--- src/rtl/core/zcdp_pkg.sv ---
// Shared types and constants for the ZIP central directory parser.
package zcdp_pkg;

    // Fixed part of one central directory record.
    localparam int HEADER_BYTES = 46;
    localparam int SIG_BYTES    = 4;

    typedef logic [5:0]  t_pos;
    typedef logic [17:0] t_skip;

    // Header byte offsets of the latched little-endian fields.
    localparam t_pos POS_SIG_END = t_pos'(SIG_BYTES);
    localparam t_pos POS_METHOD  = t_pos'(10);
    localparam t_pos POS_USIZE   = t_pos'(24);
    localparam t_pos POS_NAME    = t_pos'(28);
    localparam t_pos POS_EXTRA   = t_pos'(30);
    localparam t_pos POS_COMMENT = t_pos'(32);
    localparam t_pos POS_LHO     = t_pos'(42);
    localparam t_pos POS_LAST    = t_pos'(HEADER_BYTES - 1);

    // Central directory signature, first byte first.
    localparam logic [7:0] CD_SIGNATURE [SIG_BYTES] = '{8'h50, 8'h4B, 8'h01, 8'h02};

    localparam int OUT_TDATA_W = 112;

    typedef struct packed {
        logic [15:0] record_number;
        logic [15:0] comp_method;
        logic [31:0] uncompressed_size;
        logic [15:0] fname_len;
        logic [31:0] hdr_offset;
        logic        bad_signature;
    } t_result;

endpackage

--- src/rtl/core/zcdp_front.sv ---
// Front end: walks the record byte stream, latches header fields, builds results.
module zcdp_front (
    input  logic             i_clk,
    input  logic             i_rst_n,
    input  logic             i_accept,
    input  logic [7:0]       i_data_byte,
    input  logic             i_restart,
    output logic             o_push,
    output zcdp_pkg::t_result o_result
);

    zcdp_pkg::t_pos  r_pos, n_pos, e_pos;
    zcdp_pkg::t_skip r_skip, n_skip, e_skip;
    logic [15:0] r_rec, n_rec, e_rec;
    logic        r_halt, n_halt, e_halt;
    logic [15:0] r_method, n_method;
    logic [31:0] r_usize, n_usize;
    logic [15:0] r_name_len, n_name_len;
    logic [15:0] r_extra_len, n_extra_len;
    logic [15:0] r_comment_len, n_comment_len;
    logic [31:0] r_lho, n_lho;
    logic [5:0]  w_usize_off, w_lho_off;
    zcdp_pkg::t_skip w_tail;

    always_comb begin
        // Restart clears position, skip count, record count and halt first.
        e_pos  = i_restart ? '0 : r_pos;
        e_skip = i_restart ? '0 : r_skip;
        e_rec  = i_restart ? '0 : r_rec;
        e_halt = i_restart ? 1'b0 : r_halt;

        n_pos         = e_pos;
        n_skip        = e_skip;
        n_rec         = e_rec;
        n_halt        = e_halt;
        n_method      = r_method;
        n_usize       = r_usize;
        n_name_len    = r_name_len;
        n_extra_len   = r_extra_len;
        n_comment_len = r_comment_len;
        n_lho         = r_lho;
        o_push        = 1'b0;
        o_result      = '0;
        w_usize_off   = e_pos - zcdp_pkg::POS_USIZE;
        w_lho_off     = e_pos - zcdp_pkg::POS_LHO;
        w_tail        = '0;

        if (!e_halt) begin
            if (e_skip != '0) begin
                n_skip = e_skip - 18'd1;
                if (n_skip == '0) begin
                    o_push = 1'b1;
                end
            end else if (e_pos < zcdp_pkg::POS_SIG_END &&
                         i_data_byte != zcdp_pkg::CD_SIGNATURE[e_pos[1:0]]) begin
                n_halt = 1'b1;
                n_pos  = '0;
                o_push = 1'b1;
                o_result.bad_signature = 1'b1;
            end else begin
                if (e_pos == zcdp_pkg::POS_METHOD)
                    n_method[7:0] = i_data_byte;
                if (e_pos == zcdp_pkg::POS_METHOD + 6'd1)
                    n_method[15:8] = i_data_byte;
                if (e_pos >= zcdp_pkg::POS_USIZE && e_pos < zcdp_pkg::POS_USIZE + 6'd4)
                    n_usize[{w_usize_off[1:0], 3'b000} +: 8] = i_data_byte;
                if (e_pos == zcdp_pkg::POS_NAME)
                    n_name_len[7:0] = i_data_byte;
                if (e_pos == zcdp_pkg::POS_NAME + 6'd1)
                    n_name_len[15:8] = i_data_byte;
                if (e_pos == zcdp_pkg::POS_EXTRA)
                    n_extra_len[7:0] = i_data_byte;
                if (e_pos == zcdp_pkg::POS_EXTRA + 6'd1)
                    n_extra_len[15:8] = i_data_byte;
                if (e_pos == zcdp_pkg::POS_COMMENT)
                    n_comment_len[7:0] = i_data_byte;
                if (e_pos == zcdp_pkg::POS_COMMENT + 6'd1)
                    n_comment_len[15:8] = i_data_byte;
                if (e_pos >= zcdp_pkg::POS_LHO && e_pos <= zcdp_pkg::POS_LAST)
                    n_lho[{w_lho_off[1:0], 3'b000} +: 8] = i_data_byte;

                if (e_pos >= zcdp_pkg::POS_LAST) begin
                    // Header done: skip name, extra and comment bytes.
                    w_tail = {2'b00, n_name_len} + {2'b00, n_extra_len}
                           + {2'b00, n_comment_len};
                    n_pos  = '0;
                    n_skip = w_tail;
                    if (w_tail == '0) begin
                        o_push = 1'b1;
                    end
                end else begin
                    n_pos = e_pos + 6'd1;
                end
            end
        end

        if (o_push) begin
            o_result.record_number = e_rec;
            n_rec = e_rec + 16'd1;
            if (!o_result.bad_signature) begin
                o_result.comp_method       = n_method;
                o_result.uncompressed_size = n_usize;
                o_result.fname_len         = n_name_len;
                o_result.hdr_offset        = n_lho;
            end
        end

        o_push = o_push & i_accept;
    end

    always_ff @(posedge i_clk) begin
        if (!i_rst_n) begin
            r_pos         <= '0;
            r_skip        <= '0;
            r_rec         <= '0;
            r_halt        <= 1'b0;
            r_method      <= '0;
            r_usize       <= '0;
            r_name_len    <= '0;
            r_extra_len   <= '0;
            r_comment_len <= '0;
            r_lho         <= '0;
        end else if (i_accept) begin
            r_pos         <= n_pos;
            r_skip        <= n_skip;
            r_rec         <= n_rec;
            r_halt        <= n_halt;
            r_method      <= n_method;
            r_usize       <= n_usize;
            r_name_len    <= n_name_len;
            r_extra_len   <= n_extra_len;
            r_comment_len <= n_comment_len;
            r_lho         <= n_lho;
        end
    end

endmodule

--- src/rtl/core/zcdp_queue.sv ---
// Result queue between the front end and the output stage.
module zcdp_queue #(
    parameter int DEPTH = 4
) (
    input  logic              i_clk,
    input  logic              i_rst_n,
    input  logic              i_push,
    input  zcdp_pkg::t_result i_result,
    input  logic              i_pop,
    output logic              o_full,
    output logic              o_empty,
    output zcdp_pkg::t_result o_result
);

    localparam int PTR_W = (DEPTH > 1) ? $clog2(DEPTH) : 1;
    localparam int CNT_W = $clog2(DEPTH + 1);

    zcdp_pkg::t_result r_mem [DEPTH];
    logic [PTR_W-1:0] r_wr_ptr, n_wr_ptr;
    logic [PTR_W-1:0] r_rd_ptr, n_rd_ptr;
    logic [CNT_W-1:0] r_count, n_count;
    logic             w_push, w_pop;

    assign o_full   = (r_count == CNT_W'(DEPTH));
    assign o_empty  = (r_count == '0);
    assign o_result = r_mem[r_rd_ptr];

    always_comb begin
        w_push   = i_push & ~o_full;
        w_pop    = i_pop & ~o_empty;
        n_wr_ptr = r_wr_ptr;
        n_rd_ptr = r_rd_ptr;
        n_count  = r_count;
        if (w_push)
            n_wr_ptr = (r_wr_ptr == PTR_W'(DEPTH - 1)) ? '0 : r_wr_ptr + PTR_W'(1);
        if (w_pop)
            n_rd_ptr = (r_rd_ptr == PTR_W'(DEPTH - 1)) ? '0 : r_rd_ptr + PTR_W'(1);
        if (w_push && !w_pop)
            n_count = r_count + CNT_W'(1);
        else if (w_pop && !w_push)
            n_count = r_count - CNT_W'(1);
    end

    always_ff @(posedge i_clk) begin
        if (!i_rst_n) begin
            r_wr_ptr <= '0;
            r_rd_ptr <= '0;
            r_count  <= '0;
        end else begin
            r_wr_ptr <= n_wr_ptr;
            r_rd_ptr <= n_rd_ptr;
            r_count  <= n_count;
        end
    end

    always_ff @(posedge i_clk) begin
        if (w_push)
            r_mem[r_wr_ptr] <= i_result;
    end

endmodule

--- src/rtl/core/zcdp_back.sv ---
// Output stage: pulls results from the queue into a registered master port.
module zcdp_back (
    input  logic              i_clk,
    input  logic              i_rst_n,
    input  logic              i_empty,
    input  zcdp_pkg::t_result i_result,
    output logic              o_pop,
    input  logic              i_out_ready,
    output logic              o_out_valid,
    output zcdp_pkg::t_result o_out_result
);

    logic              r_valid, n_valid;
    zcdp_pkg::t_result r_result;

    assign o_pop        = ~i_empty & (~r_valid | i_out_ready);
    assign o_out_valid  = r_valid;
    assign o_out_result = r_result;

    always_comb begin
        n_valid = r_valid;
        if (o_pop)
            n_valid = 1'b1;
        else if (i_out_ready)
            n_valid = 1'b0;
    end

    always_ff @(posedge i_clk) begin
        if (!i_rst_n) begin
            r_valid <= 1'b0;
        end else begin
            r_valid <= n_valid;
        end
    end

    always_ff @(posedge i_clk) begin
        if (o_pop)
            r_result <= i_result;
    end

endmodule

--- src/rtl/core/zip_central_directory_parser_core.sv ---
// Top level of the ZIP central directory parser.
// Usage: feed the central directory one byte per transaction on the s_axis
// channel; s_axis_tuser marks the first byte of a new directory (restart),
// which clears the record count, the header position, any pending skip and
// a halt caused by a bad signature. Each 46-byte record header is checked
// for the 50 4B 01 02 signature, its fields are latched, and the name,
// extra and comment bytes that follow are skipped. One result transaction
// leaves on m_axis when the last byte of a record is taken, or at once on
// a signature mismatch (m_axis_tuser = 1, fields other than record_number
// zero), after which bytes are dropped until a restart.
// Throughput: one byte per cycle while s_axis_tready is high; the front end
// does all work for a byte in the cycle it is accepted. Path: a result is
// written into the queue on the edge that takes the byte ending the record,
// then loaded from the queue into the output register.
// Backpressure: results wait in a QUEUE_DEPTH-entry queue behind the output
// register; s_axis_tready drops only once the queue is full, so the input
// keeps flowing while m_axis is stalled briefly.
// Reset: i_rst_n is synchronous, active low; it clears all parser state,
// empties the queue and drops m_axis_tvalid.
module zip_central_directory_parser_core #(
    parameter int QUEUE_DEPTH = 4
) (
    input  logic         i_clk,
    input  logic         i_rst_n,
    input  logic         s_axis_tvalid,
    output logic         s_axis_tready,
    input  logic [7:0]   s_axis_tdata,   // [7:0] data_byte
    input  logic         s_axis_tuser,   // [0] restart
    output logic         m_axis_tvalid,
    input  logic         m_axis_tready,
    // [15:0] record_number, [31:16] comp_method,
    // [63:32] uncompressed_size, [79:64] fname_len,
    // [111:80] hdr_offset
    output logic [zcdp_pkg::OUT_TDATA_W-1:0] m_axis_tdata,
    output logic         m_axis_tuser    // [0] bad_signature
);

    logic              w_accept;
    logic              w_push;
    zcdp_pkg::t_result w_front_result;
    logic              w_full, w_empty, w_pop;
    zcdp_pkg::t_result w_queue_result;
    zcdp_pkg::t_result w_out_result;

    // Accept a byte whenever the queue can take the result it might cause.
    assign s_axis_tready = ~w_full;
    assign w_accept      = s_axis_tvalid & s_axis_tready;

    zcdp_front u_front (
        .i_clk       (i_clk),
        .i_rst_n     (i_rst_n),
        .i_accept    (w_accept),
        .i_data_byte (s_axis_tdata),
        .i_restart   (s_axis_tuser),
        .o_push      (w_push),
        .o_result    (w_front_result)
    );

    zcdp_queue #(
        .DEPTH (QUEUE_DEPTH)
    ) u_queue (
        .i_clk    (i_clk),
        .i_rst_n  (i_rst_n),
        .i_push   (w_push),
        .i_result (w_front_result),
        .i_pop    (w_pop),
        .o_full   (w_full),
        .o_empty  (w_empty),
        .o_result (w_queue_result)
    );

    zcdp_back u_back (
        .i_clk        (i_clk),
        .i_rst_n      (i_rst_n),
        .i_empty      (w_empty),
        .i_result     (w_queue_result),
        .o_pop        (w_pop),
        .i_out_ready  (m_axis_tready),
        .o_out_valid  (m_axis_tvalid),
        .o_out_result (w_out_result)
    );

    // Pack result fields, first field in the lowest bits.
    assign m_axis_tdata = {w_out_result.hdr_offset,
                           w_out_result.fname_len,
                           w_out_result.uncompressed_size,
                           w_out_result.comp_method,
                           w_out_result.record_number};
    assign m_axis_tuser = w_out_result.bad_signature;

endmodule

--- config.mk ---
export PLATFORM = sky130hd
export DESIGN_NAME = zip_central_directory_parser_core
export DESIGN_NICKNAME = d
export VERILOG_FILES = /design/src/rtl/core/zcdp_pkg.sv /design/src/rtl/core/zcdp_front.sv /design/src/rtl/core/zcdp_queue.sv /design/src/rtl/core/zcdp_back.sv /design/src/rtl/core/zip_central_directory_parser_core.sv
export SDC_FILE = /design/constraint.sdc
export NUM_CORES = 1
export LEC_CHECK = 0
export BUFFER_PORTS_ARGS = -buffer_cell sky130_fd_sc_hd__clkbuf_2
export CAP_MARGIN = 20
export CORE_MARGIN = 10
export CORE_UTILIZATION = 55
export DETAILED_ROUTE_END_ITERATION = 10
export PLACE_DENSITY = 0.73
export RECOVER_POWER = 25
export SLEW_MARGIN = 40
export SYNTH_ARGS = -nofsm -noshare
export SYNTH_HDL_FRONTEND = slang
export SYNTH_SLANG_ARGS = --single-unit
--- constraint.sdc ---
create_clock -name i_clk -period 10.25 [get_ports i_clk]
set_clock_uncertainty 0.2 [all_clocks]
set_input_delay 2.05 -clock i_clk [delete_from_list [all_inputs] [get_ports i_clk]]
set_output_delay 2.05 -clock i_clk [all_outputs]
set_load 0.02 [all_outputs]
==> metrics, run 1 <==
outcome complete, but fails checks; failing checks max-capacitance violations, max-slew violations; Vias/cell 6.18; clock tree sinks 742; CP dominant cell by count a21oi_1; most frequent cells in the layout 565 x edfxtp_1, 229 x nand2_1, 196 x nor2_1, 191 x a21oi_1, 176 x dfxtp_1; # DRC 0; RSZ-0062 raised after global routing no; EDFF count, synth 565; Syn. warnings 0; sequential share of the synthesized area 64.3%; via count 20500; Setup crit end kind flip-flop; syn nets 2458; chip width 261 um; Slew headroom -164%; Peak Freq 107 MHz; CTS Buf Count 75; CTS tree done; leakage 12.3 nW; r2r startpoint u_front.r_pos[3]$_SDFFE_PN0P_; WS Path Type in -> reg; initial antenna violation count 0; FF-to-FF setup slack 2.23 ns; CTS Hold Bufs 0; Hold Path Depth 2; All-Layer GR Usage roughly 22%; wire per inst 22.8 um; Layout area overhead 12.1%; CP startpoint kind input pin; Slew Viols, Final 405; Post-CTS Setup Inserts 0; power density over the cells ~240 mW/mm^2; largest stage delay on the critical path 0.53 ns; area of the multi-input gates ~0.011 sq mm; largest net degree at the start of global routing 84; Worst Tran Pin Value 3.95 ns; final-report hold violation count 0; critical path's slowest cell nand3_4; Initial Utilization 55.4%; footprint of the flip-flops and latches 0.0205 sq mm; final WL 75300 um; post-route ant nets 0; clk slew on worst S/H paths approximately 0.060 ns; Skew-Pair Late Insertion Delay 0.62 ns; Tcrit/Tclk final 91.0%; fillers approximately 4200; Placer Congestion 0.904; Final Instance Count excl. Fillers 3310; Post-CTS Resized 0; fin nets approximately 2600; Seq cells post-synth 742; Yosys cell types between 70 and 80; hold_sp u_front.r_method[1]$_SDFFE_PN0P_; number of global-route vias before repair 20500; Power Total roughly 8.6 mW; maximum clock insertion buffer count 3; Final min period about 9.3 ns; Detailed Place HPWL 46800 um; htree depth 3; setup_tns 0 ns; Worst EP required 10.45 ns; first-pass GRT wire length 118000 um; Root Buffer clkbuf_16; count of final setup violators 0; DR iter-0 viols between 2000 and 2500; I/O pin total between 100 and 150; GRT overflow 0; Chip Height 261 um; Port Buffers 127; ratio of cells with drive above 1 in the final layout 13.5%; Die Area 0.0680 sq mm; Antenna diodes 0; crit-path max FO 31; Synth Flop Type edfxtp_1; Max-cap violations 7; Hold Crit Class reg -> reg; Hold Path Sink u_front.r_method[1]$_SDFFE_PN0P_; Synth Instances roughly 2400; core area 0.0576 sq mm; DP Cell Count 3171; Mean Syn Cell Area approximately 13 sq um; Worst Path Arrival roughly 9.5 ns; peak supply drop approximately 0.15 mV; Crit Reg-Reg Endpoint u_queue.r_mem[2][15]$_DFFE_PP_; drt pass-1 iters 6; Worst Reg2Reg Path Length in Cells 27; commonest non-fill, non-tap cell in the layout edfxtp_1; Async SR Flop Fraction 0%; site row count 88; Mapped Area 0.0319 sq mm
sequential cells by signal, indices dropped and copies added (netlist names):
signal / count
u_front.r_usize: 32
u_front.r_lho: 32
u_queue.r_wr_ptr: 2
u_front.r_pos: 6
u_back.o_out_valid: 1
u_front.r_method: 16
u_front.r_skip: 18
u_front.r_comment_len: 16
u_queue.r_count: 3
u_front.r_rec: 16
u_front.r_extra_len: 16
u_queue.r_mem: 452
u_front.r_name_len: 16
u_back.o_out_result: 113
u_front.r_halt: 1
u_queue.r_rd_ptr: 2
cell families (layout without fill, tap and decap cells):
family	count (synthesis)	count (layout)	share of synthesized area, %
mux	222	222	11.5
xor+xnor	29	29	0.796
compound gates	402	402	7.87
flops	742	742	64.3
buf+inv	199	353	2.44
simple gates	743	743	10.9
fa+ha+maj	54	54	2.19
metrics by stage:
step,hold WS [ns],setup WS (ns),cell area [sq um],util (%)
2_1_floorplan,0.231,0.529,31900,-
6_report,0.252,0.928,35700,62.1
3_3_place_gp,0.237,0.577,33300,57.9
4_1_cts,0.253,1.19,35900,62.4
3_5_place_dp,0.243,0.534,33400,58.1
5_1_grt,0.270,0.324,35700,62.1
report_power, final:
group          switching, mW  total (mW)  internal, mW
logic                   1.27        1.96         0.690
clock network           1.14        2.74          1.60
registers              0.171        3.94          3.77
worst max path at each step:
stage,start,end,cells after the start
after floorplan,s_axis_tuser,u_queue.r_mem[1][0]$_DFFE_PP_,29
after global placement,s_axis_tuser,u_queue.r_mem[0][14]$_DFFE_PP_,27
after detailed placement,s_axis_tuser,u_queue.r_mem[3][47]$_DFFE_PP_,27
after CTS,s_axis_tuser,u_queue.r_mem[3][80]$_DFFE_PP_,28
after global routing,s_axis_tuser,u_queue.r_mem[0][14]$_DFFE_PP_,29
final,s_axis_tuser,u_queue.r_mem[2][15]$_DFFE_PP_,29
layer usage:
metal	part of all wire [%]	up-vias	GRT usage, %
li1	-	9289	-
met1	40	10200	29.3
met2	50	854	37.2
met3	7.1	131	3.36
met4	2.4	0	7.49
met5	0	-	0
synthesized netlist by cell type (13+ instances only):
library cell,number,area [sq um]
xnor2_1,18,158
nor4_1,18,113
mux4_2,113,2540
or3_1,14,87.6
and2_1,21,131
o211ai_1,14,105
mux2i_1,75,751
nor3_1,28,140
nand2_1,229,860
a21oi_1,192,961
a211oi_1,45,338
and3_1,18,113
mux2_2,34,383
o21ai_0,41,205
nand3_1,137,686
inv_1,41,154
edfxtp_1,565,17000
nand4_1,24,150
dfxtp_1,177,3540
ha_1,51,638
clkbuf_1,120,450
nor2_1,200,751
buf_2,13,65.1
o21a_1,13,97.6
buf_1,19,71.3
cell type report:
| cell class | instances | area share (%) |
|---|---|---|
| Multi-Input combinational cell | 1450 | 29.9 |
| Inverter | 45 | 0.476 |
| Tap cell | 765 | 2.68 |
| Timing Repair Buffer | 169 | 2.62 |
| Clock buffer | 93 | 5.70 |
| Sequential cell | 742 | 57.4 |
| Clock inverter | 46 | 1.23 |
worst max-delay path, delay by kind of cell:
kind	cells	cell delay, ns
fa+ha+maj	3	1.00
compound gates	13	2.91
mux	1	0.43
buf+inv	5	1.27
simple gates	6	1.74
xor+xnor	1	0.09
No activity file was read; power rests on OpenSTA's default activity.
==> run 2: changes to the inputs <==
--- a/config.mk
+++ b/config.mk
@@ -10,7 +10,8 @@
 export CORE_MARGIN = 10
 export CORE_UTILIZATION = 55
 export DETAILED_ROUTE_END_ITERATION = 10
-export PLACE_DENSITY = 0.73
+export MAX_ROUTING_LAYER = met4
+export PLACE_DENSITY = 0.7
 export RECOVER_POWER = 25
 export SLEW_MARGIN = 40
 export SYNTH_ARGS = -nofsm -noshare
==> constraint.sdc (replaced) <==
create_clock -name i_clk -period 9.9 [get_ports i_clk]
set_clock_uncertainty 0.2 [all_clocks]
set_input_delay 1.98 -clock i_clk [delete_from_list [all_inputs] [get_ports i_clk]]
set_output_delay 1.98 -clock i_clk [all_outputs]
set_load 0.02 [all_outputs]
==> run 2 against run 1 <==
The flow still finishes with violations (max-capacitance violations, max-slew violations). Core utilization hardly changed. Routed wire length grew 0.33%. Via count up 0.26%. Die area unchanged. Critical path depth up 4. Worst setup slack got worse by 0.011 ns. Design area about the same.
==> metrics, run 2 (synthesized netlist as in run 1, its figures left out) <==
outcome complete, but fails checks; failing checks max-capacitance violations, max-slew violations; Skew-Pair Late Insertion Delay 0.61 ns (about the same); CTS Hold Bufs 0 (unchanged); RSZ-0062 raised after global routing no; crit-path leading delay family compound AO/OA/AOI/OAI gates; Chip Height 261 um (unchanged); All-Layer GR Usage 22.8% (+0.60 points); Worst Path Arrival 9.25 ns (-0.27 ns); Power Total 8.94 mW (+3.5%); wire per inst 22.8 um (+0.21%); ratio of cells with drive above 1 in the final layout 13.2% (-0.29 points); sequential power share 45.9% (+0.2 points); clk slew on worst S/H paths 0.06 ns (about the same); I/O pin total 128 (unchanged); Die Area 0.0680 sq mm (unchanged); initial antenna violation count 2 (+2); Worst EP required 10.16 ns (-0.29 ns); chip width 261 um (unchanged); Root Buffer clkbuf_16; P_sw 2.62 mW (+1.7%); setup_tns 0 ns (unchanged); Tcrit/Tclk final around 91%; worst path buffer plus inverter count 5 (unchanged); Hold Crit Class reg -> reg; Peak Freq 111 MHz; htree depth 3 (unchanged); first-pass GRT wire length 118000 um (-0.40%); fillers 4315 (+2.7%); # DRC 0 (unchanged); drt pass-1 iters 6 (unchanged); Worst Tran Pin Value 3.65 ns (-0.299 ns); power density over the cells 250 mW/mm^2 (+3.5%); CTS tree done; maximum clock insertion buffer count 3 (unchanged); Internal 6.32 mW (+4.2%); max FFs per register 452 (unchanged); site row count 88 (unchanged); Logic pwr share 22.4% (-0.2 points); post-route ant nets 0 (unchanged); CP startpoint kind input pin; clock network fraction of total power 31.8% (about the same); CP dominant cell by count a21oi_1; Post-CTS Setup Inserts 0 (unchanged); Slew Viols, Final 497 (+23%); Placer Congestion 0.940 (+3.9%); crit-path max FO 20 (-35%); final WL 75600 um (+0.33%); peak supply drop 0.171 mV (+12%); Vias/cell 6.19 (+0.14%); Top reg by flops u_queue.r_mem; CTS Buf Count 74 (-1.3%); most frequent cells in the layout 565 x edfxtp_1, 228 x nand2_1, 196 x nor2_1, 191 x a21oi_1, 177 x dfxtp_1; Slew headroom -144% (+20 points); Setup crit end kind flip-flop; commonest non-fill, non-tap cell in the layout edfxtp_1; number of global-route vias before repair 20500 (-0.059%); leakage 12.3 nW (about the same); clock tree sinks 742 (unchanged); Layout area overhead 12.1% (about the same); critical path's slowest cell ha_1; count of final setup violators 0 (unchanged); final-report hold violation count 0 (unchanged); core area 0.0576 sq mm (unchanged); Post-CTS Resized 0 (unchanged); DR iter-0 viols 2050 (unchanged); Port Buffers 127 (unchanged); Detailed Place HPWL 47300 um (+1.0%); GRT overflow 0 (unchanged); largest net degree at the start of global routing 95 (+13%); WS Path Type in -> reg; Initial Utilization 55.4% (unchanged); largest stage delay on the critical path 0.47 ns (-0.06 ns); Final min period 8.98 ns; via count 20500 (+0.26%); Switching Fraction 29.3% (-0.50 points); fin nets 2553 (+0.12%); Max-cap violations 9 (+2)
## run 2: metal layers
metal  up-vias  global-route usage, %  part of all wire, %
li1       9294                      -                    -
met1     10400                   29.4                   42
met2       742                   37.1                   49
met3       124                   3.54                  6.6
met4         0                   6.51                  2.2
met5         -                      -                    0
## run 2: area by class of cell
cell class	count	area (sq um)	area share (%)
clock buffer	108	2120	5.94
timing repair buffer	173	942	2.63
sequential	742	20500	57.4
multi-input combinational	1450	10700	29.9
clock inverter	29	350	0.980
tap	765	957	2.68
antenna	2	5.00	0.0140
inverter	45	170	0.476
## run 2: worst paths after layout
kind,slack (ns),cells past startpoint,endpoint,from
setup reg to reg,1.98,31,u_queue.r_count[2]$_SDFFE_PN0P_,u_front.r_pos[3]$_SDFFE_PN0P_
hold / removal,0.25,2,u_front.r_usize[8]$_SDFFE_PN0P_,u_front.r_usize[8]$_SDFFE_PN0P_
hold reg to reg,0.25,2,u_front.r_usize[8]$_SDFFE_PN0P_,u_front.r_usize[8]$_SDFFE_PN0P_
setup / recovery,0.92,33,u_queue.r_count[2]$_SDFFE_PN0P_,s_axis_tuser
## run 2: tightest hold or removal path, stage by stage, from the launching register on
cell     delay (ns)
dfxtp_1        0.31
nand2_1        0.05
a21oi_1        0.05
## run 2: stage by stage
step           cells  cell area, sq um  hold slack [ns]  setup slack, ns  util (%)
3_3_place_gp    3174             33400            0.238            0.528      58.0
4_1_cts         3312             36000            0.251             1.08      62.4
3_5_place_dp    3175             33500            0.244            0.431      58.1
2_1_floorplan   2391             31900            0.231            0.249         -
6_report        3314             35800            0.252            0.917      62.1
5_1_grt         3314             35800            0.277            0.324      62.1
## run 2: power groups by stage
stage / Sequential, mW / Combinational [mW] / Clock (mW)
finish: 4.10 / 2.00 / 2.84
detailed placement: 4.15 / 2.06 / 0
global placement: 4.15 / 2.02 / 0
CTS: 4.09 / 2.06 / 2.88
floorplan: 4.44 / 1.11 / 0
global route: 4.15 / 2.17 / 3.01
==> run 3: changes to the inputs <==
--- a/config.mk
+++ b/config.mk
@@ -7,11 +7,13 @@
 export LEC_CHECK = 0
 export BUFFER_PORTS_ARGS = -buffer_cell sky130_fd_sc_hd__clkbuf_2
 export CAP_MARGIN = 20
+export CELL_PAD_IN_SITES_DETAIL_PLACEMENT = 2
+export CELL_PAD_IN_SITES_GLOBAL_PLACEMENT = 2
 export CORE_MARGIN = 10
-export CORE_UTILIZATION = 55
+export CORE_UTILIZATION = 44
 export DETAILED_ROUTE_END_ITERATION = 10
 export MAX_ROUTING_LAYER = met4
-export PLACE_DENSITY = 0.7
+export PLACE_DENSITY = 0.77
 export RECOVER_POWER = 25
 export SLEW_MARGIN = 40
 export SYNTH_ARGS = -nofsm -noshare
==> constraint.sdc (replaced) <==
create_clock -name i_clk -period 9.9 [get_ports i_clk]
set_clock_uncertainty 0.2 [all_clocks]
set_input_delay 1.485 -clock i_clk [delete_from_list [all_inputs] [get_ports i_clk]]
set_output_delay 1.485 -clock i_clk [all_outputs]
set_load 0.02 [all_outputs]
==> run 3 against run 2 <==
The run still ends with max-capacitance violations, max-slew violations left. Critical path depth down 4. Non-clock buffer count is 1 lower. Via count increased by 5.6%. Sequential share of layout area shrank 0.59 points. Die area up 23%. Worst hold slack improved by 0.020 ns. Sequential power is 1% higher. Design area rose by 1.1%. Combinational power is 4% higher. Core utilization decreased by 12 points.
==> metrics, run 3 (synthesized netlist as in run 1, its figures left out) <==
outcome complete, but fails checks; failing checks max-capacitance violations, max-slew violations; WS Path Type in -> reg; PnR worst setup slack 0.602 ns (-0.315 ns); leakage 12.4 nW (+0.59%); Internal 6.38 mW (+1.0%); Initial Utilization 44.5% (-11 points); CP dominant cell by count a21oi_1; chip width 289 um (+11%); Skew-Pair Late Insertion Delay 0.65 ns (+0.04 ns); Detailed Place HPWL 65600 um (+39%); Slew headroom -178% (-34 points); core area 0.0717 sq mm (+25%); cell area after layout 0.0361 sq mm (+1.1%); Root Buffer clkbuf_16; Min Hold Slack 0.272 ns (+0.0196 ns); Slew Viols, Final 238 (-52%); Max-cap violations 5 (-4); crit-path max FO 36 (+80%); Switching Fraction 31.3% (+2.0 points); Hold Path Depth 2 (unchanged); CP startpoint kind input pin; final-report hold violation count 0 (unchanged); most frequent cells in the layout 565 x edfxtp_1, 229 x nand2_1, 197 x nor2_1, 191 x a21oi_1, 176 x dfxtp_1; maximum clock insertion buffer count 3 (unchanged); Top reg by flops u_queue.r_mem; hold_sp u_front.r_usize[1]$_SDFFE_PN0P_; Worst Tran Pin Value 4.16 ns (+0.509 ns); All-Layer GR Usage 26.0% (+3.2 points); DP Cell Count 3359 (+5.8%); max FFs per register 452 (unchanged); setup_tns 0 ns (unchanged); Final Instance Count excl. Fillers 3507 (+5.8%); wire per inst 30.3 um (+33%); FF-to-FF setup slack 1.19 ns (-0.79 ns); P_sw 2.91 mW (+11%); site row count 98 (+11%); via count 21700 (+5.6%); drt pass-1 iters 5 (-1); Crit Reg-Reg Endpoint u_queue.r_mem[1][27]$_DFFE_PP_; critical path's slowest cell nand3_4; final WL 106000 um (+41%); Worst Reg2Reg Path Length in Cells 27 (-13%); clock tree sinks 742 (unchanged); Hold Path Sink u_front.r_usize[1]$_SDFFE_PN0P_; I/O pin total 128 (unchanged); largest net degree at the start of global routing 70 (-26%); Setup crit end kind flip-flop; final core occ 50.4% (-12 points); DR iter-0 viols 1635 (-20%); Tcrit/Tclk final 93.9% (+3.2 points); Post-Place Setup Slack 0.197 ns (-0.234 ns); fin nets 2558 (+0.20%); CTS Hold Bufs 0 (unchanged); r2r startpoint u_front.r_pos[3]$_SDFFE_PN0P_; clk slew on worst S/H paths 0.06 ns (about the same); Power Total 9.29 mW (+4.0%); number of global-route vias before repair 24200 (+18%); Chip Height 289 um (+11%); htree depth 3 (unchanged); initial antenna violation count 1 (-1); ratio of cells with drive above 1 in the final layout 13.5% (+0.27 points); power density over the cells 257 mW/mm^2 (+2.9%); count of final setup violators 0 (unchanged); sequential power share 44.7% (-1.2 points); Hold Crit Class reg -> reg; # DRC 0 (unchanged); CTS tree done; Peak Freq 108 MHz (-3.4%); largest stage delay on the critical path 0.58 ns (+0.11 ns); Post-CTS Setup Inserts 0 (unchanged); Worst Path Arrival 9.46 ns (+0.21 ns); Logic pwr share 22.5% (about the same); Area after DPL 0.0337 sq mm (+0.56%); commonest non-fill, non-tap cell in the layout edfxtp_1; Worst EP required 10.06 ns (-0.10 ns); fillers 6788 (+57%); worst path buffer plus inverter count 5 (unchanged); Vias/cell 6.18 (-0.21%); peak supply drop 0.217 mV (+27%); Die Area 0.0837 sq mm (+23%); CTS Buf Count 80 (+8.1%); Port Buffers 127 (unchanged); post-route ant nets 0 (unchanged); crit-path leading delay family compound AO/OA/AOI/OAI gates; Layout area overhead 13.3%; clock network fraction of total power 32.8% (+1.0 points); Placer Congestion 0.834 (-11%); Final min period 9.30 ns (+0.315 ns); Post-CTS Resized 0 (unchanged); RSZ-0062 raised after global routing no; first-pass GRT wire length 161000 um (+37%); GRT overflow 0 (unchanged)
==> run 3: cell count changes in the layout (fill, tap and decap cells not counted), moves of 2 or more <==
| cell | delta |
|---|---|
| clkbuf_16 | +2 |
| buf_6 | +2 |
| clkinv_1 | +3 |
| clkinv_2 | +4 |
| clkinv_16 | +2 |
| clkbuf_8 | +3 |
==> run 3: routing by layer <==
metal / routed length, um / global-route usage [%] / vias up
li1: - / - / 9304
met1: 41200 / 30.1 / 11500
met2: 57200 / 46.2 / 674
met3: 4510 / 3.01 / 215
met4: 3360 / 8.95 / 0
met5: 0 / - / -
==> run 3: power groups by stage <==
stage	Combinational, mW	Sequential (mW)	Clock (mW)
finish	2.09	4.15	3.05
global route	2.25	4.20	3.23
CTS	2.17	4.14	3.10
detailed placement	2.15	4.19	0
global placement	2.05	4.15	0
floorplan	1.11	4.44	0
==> run 3: final cells by class <==
| cell class | count | area [sq um] | area share (%) |
|---|---|---|---|
| Antenna cell | 1 | 2.50 | 0.00692 |
| Clock buffer | 112 | 2210 | 6.12 |
| Clock inverter | 35 | 407 | 1.13 |
| Inverter | 45 | 171 | 0.474 |
| Multi-Input combinational cell | 1450 | 10700 | 29.6 |
| Sequential cell | 742 | 20500 | 56.8 |
| Tap cell | 950 | 1190 | 3.29 |
| Timing Repair Buffer | 172 | 945 | 2.61 |
==> run 3: tightest hold or removal path: cells and delay by family, from the launching register on <==
| family | cells | cell delay (ns) |
|---|---|---|
| DFF | 1 | 0.32 |
| AOI/OAI and AO/OA | 1 | 0.05 |
| and+or+nand+nor | 1 | 0.06 |
==> run 3: worst max path at each step <==
stage,startpoint,endpoint,slack [ns],cells past startpoint
2_1_floorplan,s_axis_tuser,u_queue.r_mem[1][0]$_DFFE_PP_,0.74,29
3_3_place_gp,s_axis_tuser,u_queue.r_count[2]$_SDFFE_PN0P_,0.72,31
3_5_place_dp,s_axis_tuser,u_queue.r_count[2]$_SDFFE_PN0P_,0.20,32
4_1_cts,s_axis_tuser,u_queue.r_count[2]$_SDFFE_PN0P_,0.66,32
5_1_grt,s_axis_tuser,u_queue.r_mem[1][27]$_DFFE_PP_,0.12,28
6_report,s_axis_tuser,u_queue.r_mem[1][27]$_DFFE_PP_,0.60,29
